[src/lks_pkg.sv]
package lks_pkg;

  localparam int TIME_W  = 32;
  localparam int RXC_W   = 32;
  localparam int HBC_W   = 32;
  localparam int UPD_W   = 10;
  localparam int HBP_W   = 16;
  localparam int WIN_W   = 16;
  localparam int RTY_W   = 4;
  localparam int CFG_IDX_W  = 3;
  localparam int CFG_DATA_W = 16;

  localparam logic [UPD_W-1:0] RST_UPDATE_PERIOD    = UPD_W'(10);
  localparam logic [HBP_W-1:0] RST_HEARTBEAT_PERIOD = HBP_W'(200);
  localparam logic [WIN_W-1:0] RST_ALIVE_WINDOW     = WIN_W'(600);
  localparam logic [RTY_W-1:0] RST_RETRY_INTERVAL   = RTY_W'(4);
  localparam logic [RTY_W-1:0] RST_MAX_RETRIES      = RTY_W'(8);

  typedef enum logic [1:0] {
    ACT_TICK       = 2'd0,
    ACT_STATE_SENT = 2'd1,
    ACT_EVENT_SENT = 2'd2,
    ACT_UNUSED     = 2'd3
  } action_t;

  typedef enum logic [CFG_IDX_W-1:0] {
    CFG_UPDATE_PERIOD    = 3'd0,
    CFG_HEARTBEAT_PERIOD = 3'd1,
    CFG_ALIVE_WINDOW     = 3'd2,
    CFG_RETRY_INTERVAL   = 3'd3,
    CFG_MAX_RETRIES      = 3'd4
  } cfg_index_t;

  typedef struct packed {
    logic [UPD_W-1:0] update_period_ms;
    logic [HBP_W-1:0] heartbeat_period_ms;
    logic [WIN_W-1:0] alive_window_ms;
    logic [RTY_W-1:0] retry_interval_ticks;
    logic [RTY_W-1:0] max_event_retries;
  } cfg_t;

  typedef struct packed {
    logic [1:0]        action;
    logic [TIME_W-1:0] now_ms;
    logic [RXC_W-1:0]  rx_frame_count;
    logic              event_pending;
    logic              resend_ok;
    logic              heartbeat_ok;
  } item_t;

  typedef struct packed {
    logic              seeded;
    logic [TIME_W-1:0] period_base;
    logic [TIME_W-1:0] heartbeat_base;
    logic [RXC_W-1:0]  last_rx_count;
    logic [TIME_W-1:0] last_rx_time;
    logic              ever_received;
    logic              alive_flag;
    logic [HBC_W-1:0]  heartbeat_count;
    logic [RTY_W-1:0]  retry_tick_count;
    logic [RTY_W-1:0]  retry_count;
    logic              data_sent_flag;
  } state_t;

  typedef struct packed {
    logic             alive;
    logic             resend_event;
    logic             abandon_event;
    logic             send_heartbeat;
    logic [HBC_W-1:0] heartbeats_sent;
  } result_t;

endpackage

[src/lks_step.sv]
module lks_step (
  input  lks_pkg::cfg_t    cfg,
  input  lks_pkg::state_t  st,
  input  lks_pkg::item_t   item,
  output lks_pkg::state_t  st_next,
  output lks_pkg::result_t res
);
  import lks_pkg::*;

  logic [TIME_W-1:0] d_period;
  logic [TIME_W-1:0] d_hb;
  logic [TIME_W-1:0] d_rx;
  logic              rx_changed;
  logic              ever_new;
  logic [RTY_W-1:0]  tick_inc;
  logic              ds_mid;
  logic              resend;
  logic              abandon;
  logic              hb;

  assign d_period   = item.now_ms - st.period_base;
  assign d_hb       = item.now_ms - st.heartbeat_base;
  assign d_rx       = item.now_ms - st.last_rx_time;
  assign rx_changed = (item.rx_frame_count != st.last_rx_count);
  assign ever_new   = st.ever_received | rx_changed;
  assign tick_inc   = st.retry_tick_count + RTY_W'(1);

  always_comb begin
    st_next = st;
    resend  = 1'b0;
    abandon = 1'b0;
    hb      = 1'b0;
    ds_mid  = st.data_sent_flag;
    case (action_t'(item.action))
      ACT_TICK: begin
        if (!st.seeded) begin
          st_next.seeded         = 1'b1;
          st_next.period_base    = item.now_ms;
          st_next.heartbeat_base = item.now_ms;
        end else if (d_period >= TIME_W'(cfg.update_period_ms)) begin
          st_next.period_base = item.now_ms;
          if (rx_changed) begin
            st_next.last_rx_count = item.rx_frame_count;
            st_next.last_rx_time  = item.now_ms;
          end
          st_next.ever_received = ever_new;
          // a fresh frame makes the gap zero
          st_next.alive_flag = ever_new &
                               (rx_changed | (d_rx <= TIME_W'(cfg.alive_window_ms)));
          if (item.event_pending) begin
            if (tick_inc >= cfg.retry_interval_ticks) begin
              st_next.retry_tick_count = '0;
              if (st.retry_count >= cfg.max_event_retries) begin
                abandon = 1'b1;
              end else begin
                st_next.retry_count = st.retry_count + RTY_W'(1);
                resend = 1'b1;
                if (item.resend_ok) begin
                  ds_mid = 1'b1;
                end
              end
            end else begin
              st_next.retry_tick_count = tick_inc;
            end
          end
          st_next.data_sent_flag = ds_mid;
          if (d_hb >= TIME_W'(cfg.heartbeat_period_ms)) begin
            st_next.heartbeat_base = item.now_ms;
            if (ds_mid) begin
              st_next.data_sent_flag = 1'b0;
            end else begin
              hb = 1'b1;
              if (item.heartbeat_ok) begin
                st_next.heartbeat_count = st.heartbeat_count + HBC_W'(1);
              end
            end
          end
        end
      end
      ACT_STATE_SENT: begin
        st_next.data_sent_flag = 1'b1;
      end
      ACT_EVENT_SENT: begin
        st_next.retry_tick_count = '0;
        st_next.retry_count      = '0;
        st_next.data_sent_flag   = 1'b1;
      end
      default: begin
        // unused code: drop the request without effect
        st_next = st;
      end
    endcase
  end

  always_comb begin
    res.alive           = st_next.alive_flag;
    res.resend_event    = resend;
    res.abandon_event   = abandon;
    res.send_heartbeat  = hb;
    res.heartbeats_sent = st_next.heartbeat_count;
  end

endmodule

[src/link_keepalive_retry_supervisor.sv]
// Channel  | Handshake              | Carries
// ---------+------------------------+--------------------------------------------
// input    | in_valid / in_stall    | action, now_ms, rx_frame_count, flags
// output   | out_valid / out_stall  | alive, resend/abandon/heartbeat, count
// config   | cfg_valid / cfg_ready  | cfg_index, cfg_data (ready always high)
//
// One request per cycle while the result is not stalled; each is held in the
// input register and then resolved by the step logic into the result register.
// State is updated as a request moves from the input to the result register.
// Synchronous reset restores the default periods and clears all state.
// A stalled result holds; one more request is taken into the input register.
module link_keepalive_retry_supervisor (
  input  logic                                clk,
  input  logic                                rst,
  input  logic                                in_valid,
  output logic                                in_stall,
  input  logic [1:0]                          action,
  input  logic [lks_pkg::TIME_W-1:0]          now_ms,
  input  logic [lks_pkg::RXC_W-1:0]           rx_frame_count,
  input  logic                                event_pending,
  input  logic                                resend_ok,
  input  logic                                heartbeat_ok,
  output logic                                out_valid,
  input  logic                                out_stall,
  output logic                                alive,
  output logic                                resend_event,
  output logic                                abandon_event,
  output logic                                send_heartbeat,
  output logic [lks_pkg::HBC_W-1:0]           heartbeats_sent,
  input  logic                                cfg_valid,
  output logic                                cfg_ready,
  input  logic [lks_pkg::CFG_IDX_W-1:0]       cfg_index,
  input  logic [lks_pkg::CFG_DATA_W-1:0]      cfg_data
);
  import lks_pkg::*;

  cfg_t    cfg;
  state_t  st;
  state_t  st_next;
  item_t   stage;
  logic    stage_valid;
  result_t res;
  result_t res_r;
  logic    out_free;
  logic    advance;
  logic    in_take;

  assign cfg_ready = 1'b1;
  assign out_free  = ~out_valid | ~out_stall;
  assign advance   = stage_valid & out_free;
  assign in_stall  = stage_valid & ~out_free;
  assign in_take   = in_valid & ~in_stall;

  always_ff @(posedge clk) begin
    if (rst) begin
      cfg.update_period_ms     <= RST_UPDATE_PERIOD;
      cfg.heartbeat_period_ms  <= RST_HEARTBEAT_PERIOD;
      cfg.alive_window_ms      <= RST_ALIVE_WINDOW;
      cfg.retry_interval_ticks <= RST_RETRY_INTERVAL;
      cfg.max_event_retries    <= RST_MAX_RETRIES;
    end else if (cfg_valid && cfg_ready) begin
      case (cfg_index_t'(cfg_index))
        CFG_UPDATE_PERIOD:    cfg.update_period_ms     <= cfg_data[UPD_W-1:0];
        CFG_HEARTBEAT_PERIOD: cfg.heartbeat_period_ms  <= cfg_data[HBP_W-1:0];
        CFG_ALIVE_WINDOW:     cfg.alive_window_ms      <= cfg_data[WIN_W-1:0];
        CFG_RETRY_INTERVAL:   cfg.retry_interval_ticks <= cfg_data[RTY_W-1:0];
        CFG_MAX_RETRIES:      cfg.max_event_retries    <= cfg_data[RTY_W-1:0];
        default: begin
        end
      endcase
    end
  end

  // input register
  always_ff @(posedge clk) begin
    if (rst) begin
      stage_valid <= 1'b0;
    end else if (in_take) begin
      stage_valid <= 1'b1;
    end else if (advance) begin
      stage_valid <= 1'b0;
    end
  end

  always_ff @(posedge clk) begin
    if (in_take) begin
      stage.action         <= action;
      stage.now_ms         <= now_ms;
      stage.rx_frame_count <= rx_frame_count;
      stage.event_pending  <= event_pending;
      stage.resend_ok      <= resend_ok;
      stage.heartbeat_ok   <= heartbeat_ok;
    end
  end

  lks_step u_step (
    .cfg     (cfg),
    .st      (st),
    .item    (stage),
    .st_next (st_next),
    .res     (res)
  );

  always_ff @(posedge clk) begin
    if (rst) begin
      st <= '0;
    end else if (advance) begin
      st <= st_next;
    end
  end

  // result register
  always_ff @(posedge clk) begin
    if (rst) begin
      out_valid <= 1'b0;
    end else if (advance) begin
      out_valid <= 1'b1;
    end else if (out_free) begin
      out_valid <= 1'b0;
    end
  end

  always_ff @(posedge clk) begin
    if (advance) begin
      res_r <= res;
    end
  end

  assign alive           = res_r.alive;
  assign resend_event    = res_r.resend_event;
  assign abandon_event   = res_r.abandon_event;
  assign send_heartbeat  = res_r.send_heartbeat;
  assign heartbeats_sent = res_r.heartbeats_sent;

  a_one_retry_decision: assert property (@(posedge clk) disable iff (rst)
    out_valid |-> !(resend_event && abandon_event))
    else $error("resend and abandon requested together");

  a_count_tracks_state: assert property (@(posedge clk) disable iff (rst)
    out_valid |-> (heartbeats_sent == st.heartbeat_count && alive == st.alive_flag))
    else $error("held result disagrees with supervisor state");

  a_count_step: assert property (@(posedge clk) disable iff (rst)
    advance |=> (st.heartbeat_count == $past(st.heartbeat_count) ||
                 st.heartbeat_count == $past(st.heartbeat_count) + HBC_W'(1)))
    else $error("heartbeat count moved by more than one");

  a_rx_after_seed: assert property (@(posedge clk) disable iff (rst)
    st.ever_received |-> st.seeded)
    else $error("receive history before time bases were seeded");

endmodule
[config.mk]
export PLATFORM = sky130hd
export DESIGN_NAME = link_keepalive_retry_supervisor
export DESIGN_NICKNAME = d
export VERILOG_FILES = /design/src/lks_pkg.sv /design/src/lks_step.sv /design/src/link_keepalive_retry_supervisor.sv
export SDC_FILE = /design/constraint.sdc
export NUM_CORES = 1
export LEC_CHECK = 0
export ABC_CLOCK_PERIOD_IN_PS = 10230
export BUFFER_PORTS_ARGS = -buffer_cell sky130_fd_sc_hd__buf_2
export CAP_MARGIN = 5
export CORE_MARGIN = 2
export CORE_UTILIZATION = 60
export CTS_CLUSTER_SIZE = 25
export DETAILED_ROUTE_END_ITERATION = 16
export GPL_ROUTABILITY_DRIVEN = 0
export GPL_TIMING_DRIVEN = 0
export PLACE_DENSITY = 0.79
export SETUP_SLACK_MARGIN = 0.4
export SLEW_MARGIN = 15
export SYNTH_ARGS = -nofsm -noshare
export SYNTH_HDL_FRONTEND = slang
export SYNTH_SLANG_ARGS = --single-unit
[constraint.sdc]
create_clock -name clk -period 10.23 [get_ports clk]
set_input_delay 0.5115 -clock clk [delete_from_list [all_inputs] [get_ports clk]]
set_output_delay 0.5115 -clock clk [all_outputs]
set_load 0.02 [all_outputs]
## Word-level counts from Yosys, hierarchy flattened

Cells that the tools add are included.

- Flip-flop bits (word level): 329
- Input port bits: 93
- Output and inout port bits: 39
- Word-level logic and storage cells: 117

- $add $sub $neg: 6
- Order comparisons: 5
- Eq/ne operators: 14
- Mux-type cells: 30
- Bitwise gates (word level): 11
- Reductions and logical operators: 22

Operator list:

| cell | count |
|---|---|
| 2-to-1 mux 171 bit | 1 |
| 2-to-1 mux 32 bit | 4 |
| 2-to-1 mux 64 bit | 2 |
| subtractor 32 bit | 3 |
| 2-to-1 mux 42 bit | 1 |
| 2-to-1 mux 33 bit | 1 |
| adder 32 x 1 -> 32 bit (second input constant) | 1 |
| >= comparator 32 x 10 -> 1 bit | 1 |
| >= comparator 32 x 16 -> 1 bit | 1 |
| <= comparator 32 x 16 -> 1 bit | 1 |
| inequality test 32 bit | 1 |
| case mux 8 bit (2 select lines) | 1 |
| AND reduction 4 bit | 4 |
| 2-to-1 mux 1 bit | 15 |
| AND reduction 5 bit | 3 |
| 2-to-1 mux 4 bit | 3 |
| AND reduction 2 bit | 6 |
| adder 4 x 1 -> 4 bit (second input constant) | 2 |
| >= comparator 4 bit | 2 |
| 2-to-1 mux 8 bit | 1 |
| inequality test 2 x 1 -> 1 bit (second input constant) | 4 |
| nonzero test 2 bit | 4 |
| AND reduction 7 bit | 1 |
| == test 3 x 2 -> 1 bit (second input constant) | 2 |
| 13 further kinds | 23 |

## Longest topological paths before layout

- Depth after elaboration: 12
- Gate-level depth with buffers: 26

## Modules after synthesis

Synthesis repeated with hierarchy kept, for this count alone.

- Cells, all modules: 2563
- Area, all modules: 23430.0 µm²

Modules (own cells, without submodules):

| module | times used | cells each | area an instance (µm²) |
|---|---|---|---|
| link_keepalive_retry_supervisor | 1 | 1059 | 12901.1 |
| lks_step | 1 | 1504 | 10528.8 |

## Worst setup path before layout

OpenSTA, ideal clock, no wires.

- Kind: register -> register
- Start point: register stage[35] (netlist bit)
- End point: register res_r (netlist bit heartbeats_sent[1]) (data pin)
- Setup time: 0.262 ns
- Arrival time: 4.617 ns
- Data required time: 9.968 ns
- Path slack: 5.351 ns
- Stages on the path, launching flop included: 26
- Clock period less this slack: 4.879 ns
- Cells stage by stage: edfxtp_1 > inv_1 > ha_1 > inv_1 > fa_1 > a211oi_1 > o21ai_1 > a21oi_1 > inv_1 > a21oi_1 > nor2_1 > nor2_1 > xnor2_1 > ha_1 > a21o_1 > a21oi_1 > o211ai_1 > a2111oi_0 > nand4b_1 > a211oi_1 > and4_1 > nand4_1 > and2_1 > buf_4 > nand2_1 > mux2_1

RTL lines:

| item | RTL line | text |
|---|---|---|
| start: declaration | link_keepalive_retry_supervisor.sv:40 | `item_t stage;` |
| end signal: assignment | link_keepalive_retry_supervisor.sv:125 | `res_r <= res;` |
| end: declaration | link_keepalive_retry_supervisor.sv:43 | `result_t res_r;` |

==> flow_summary.json <==
{
  "tightest_slew_ns": 1.18,
  "seqPwrFrac_pct": 44.0,
  "p_clk_share_pct": 40.7,
  "final_antenna_net_count": 0,
  "row_count": 67,
  "grt.total_usage_pct": 28.8,
  "dr.pass1.iters": 6,
  "port_buffers": 129,
  "seq_area_um2": 7640,
  "synth_largest_area_cell": "dfxtp_1",
  "p_per_area_nw_per_um2": 143,
  "pre_cts_slack_ns": 3.60,
  "comb_power_share_pct": 15.2,
  "status": "complete, no violations",
  "ir_drop_uv": 175,
  "fin_ws_ns": 3.35,
  "hpwlAfterDp_um": 39400,
  "syn_inst": 2296,
  "cts_made_buffers": 37,
  "fin_crit_ns": 6.88,
  "critPathMaxFanout": 10,
  "cts_tree": "built",
  "rsz0062_at_grt": "false",
  "drv_slew": 0,
  "ys_ff_latch": 329,
  "tns_ns": 0,
  "cp-start-kind": "register",
  "dieArea_um2": 35000,
  "hold_path_class": "input pin to register",
  "synth_edf_count": 105,
  "fin_area_um2": 22600,
  "htree_levels": 2,
  "drive_above_1_share_pct": 10.7,
  "cts_sinks": 329,
  "nets": 2710,
  "wire_per_inst_um": 17.6,
  "drtIter0Drc": 1150,
  "synthTopCellsByArea": "dfxtp_1 (22%), edfxtp_1 (16%), ha_1 (9.2%)",
  "antenna_found_initial": 0,
  "start_util_pct": 60.4,
  "cts_buffer_depth": 3,
  "timing.max_cap.violations": 0,
  "multiInputGateArea_um2": 11300,
  "via_per_inst": 6.01,
  "grt_max_degree": 46,
  "ys.flop_type": "dfxtp_1",
  "grt.overflow.total": 0,
  "cts_resized": 0,
  "place_inst": 2875,
  "crit_slowest_cell": "a2111oi_0",
  "p_leak_uw": 0.00866,
  "period_share_pct": 67.2,
  "postPlaceCellArea_um2": 21400,
  "syn_avg_cell_area_um2": 8.76,
  "pin_count": 132,
  "ys_warn_count": 0,
  "die_w_um": 187,
  "post_cts_buffers": 0,
  "critPathCaptureType": "register",
  "cts-root-buf": "clkbuf_16",
  "grt_pass1_wl_um": 82800,
  "cp_common_cell": "inv_1",
  "power.internal_uw": 2330,
  "die_y_um": 187,
  "num_vias": 17700,
  "cp_top_family": "compound AO/OA/AOI/OAI gates",
  "relSlewSlack_pct": 19.1,
  "ctsHoldBuffers": 0,
  "p_sw_uw": 894,
  "async_flop_share_pct": 0,
  "core_area_um2": 33300,
  "clkTransAtPathRegs_ns": 0.06,
  "skew_ns": 0.0269,
  "max_freq_mhz": 145,
  "fill_cells": 2669,
  "sw_frac_of_total_pct": 27.8,
  "cp.buffers_inverters": 4,
  "critPathMaxStageDelay_ns": 0.94,
  "worstPathRequired_ns": 10.51,
  "synth.distinct_cells": 88,
  "areaGrowthSynthToFinish_pct": 12.2,
  "clk_latency_ns": 0.55,
  "critical_path_class": "register to register",
  "yosysTopAreaCellShare_pct": 22.3,
  "setup_violations": 0,
  "hold_viol": 0,
  "arrival_ns": 7.16,
  "n_antenna_cell": 0,
  "synth_area_um2": 20100,
  "drc": 0,
  "drt_wl_total_um": 51800,
  "instances_no_fill": 2942,
  "syn_nets": 2540,
  "grt_pass1_vias": 16800,
  "ys_seq_area_share_pct": 38.0
}
==> flip-flops by register name, indices dropped and copies added (netlist names) <==
| name | flops |
|---|---|
| out_valid | 1 |
| resend_event | 1 |
| stage_valid | 1 |
| alive | 1 |
| stage | 69 |
| st | 172 |
| heartbeats_sent | 32 |
| send_heartbeat | 1 |
| abandon_event | 1 |
| cfg | 50 |
==> path summary, 6_finish.rpt <==
path / slack, ns / cells past startpoint / end / from
max: 3.35 / 25 / heartbeats_sent[1] / stage[35]
min reg2reg: 0.46 / 2 / cfg[39] / cfg[39]
max reg2reg: 3.35 / 25 / heartbeats_sent[1] / stage[35]
min: 0.13 / 1 / stage[30] / rx_frame_count[27]
==> routing by layer <==
metal	global-route usage (%)	up-vias	share of wire, %
met4	14.1	0	4.9
met2	50.4	753	47
met5	0	-	0
met1	34.9	8208	41
met3	4.11	181	7.0
li1	-	8531	-
==> cells in the final DEF (no fill, tap or decap), types with 13 or more instances in the layout <==
cell type,netlist,final
inv_1,184,184
o211ai_1,22,22
nor2b_1,29,28
a211oi_1,19,19
nand2b_1,16,16
nand3_1,72,72
a21oi_1,227,227
and3_1,28,28
mux2i_1,108,108
dfxtp_1,224,224
or3_1,20,20
clkbuf_1,62,73
a31oi_1,13,13
o21bai_1,13,13
xnor2_1,102,102
edfxtp_1,105,105
buf_2,21,150
nor2_1,240,240
xor2_1,23,23
ha_1,148,148
nand2_1,169,169
and2_1,14,14
a21o_1,45,45
o21ai_0,76,76
clkbuf_16,0,37
nand4_1,57,57
nor3_1,36,36
o21a_1,13,13
==> Yosys cell counts (10+ instances only) <==
cell type	n
nor4_1	11
nor2_1	240
inv_1	184
or2_2	11
ha_1	148
o21a_1	13
buf_2	21
nand3_1	72
a211oi_1	19
nand2_1	169
edfxtp_1	105
o211ai_1	22
or3_1	20
nor4b_1	10
o21ai_0	76
dfxtp_1	224
nand3b_1	10
a31oi_1	13
o21bai_1	13
nor3_1	36
a21o_1	45
and3_1	28
nor2b_1	29
nand4_1	57
xor2_1	23
clkbuf_1	62
nand2b_1	16
a21oi_1	227
and2_1	14
mux2i_1	108
xnor2_1	102
==> through the flow <==
| step | hold WS (ns) | total power, uW | util [%] |
|---|---|---|---|
| 6_report | 0.127 | 3220 | 67.8 |
| 5_1_grt | 0.105 | 3340 | 67.8 |
| 4_1_cts | 0.102 | 3230 | 67.8 |
| 3_5_place_dp | 0.449 | 1920 | 64.2 |
| 3_3_place_gp | 0.445 | 1900 | 64.1 |
| 2_1_floorplan | 0.436 | 1780 | - |
==> power groups by stage <==
stage	Sequential (uW)	Combinational, uW	Clock [uW]
finish	1420	490	1310
detailed placement	1440	476	0
CTS	1420	481	1330
global placement	1440	457	0
global route	1420	539	1380
floorplan	1440	339	0
==> final cells by class <==
class                      instances  area share [%]
buffer                            97            2.08
clock buffer                      51            4.47
clock inverter                    16           0.854
inverter                         185            3.08
multi-input combinational       1685            50.2
sequential                       329            33.8
tap                              448            2.48
timing repair buffer             131            3.04
==> cells by family after synthesis <==
family / count (synthesis) / synth area share, %
compound gates: 531 / 16.8
mux: 122 / 6.16
buf+inv: 282 / 5.78
other cells: 1 / 0.0186
fa+ha+maj: 151 / 9.50
flops: 329 / 38.0
xor+xnor: 125 / 5.44
simple gates: 755 / 18.4
Power figures use the tool's default switching activity.
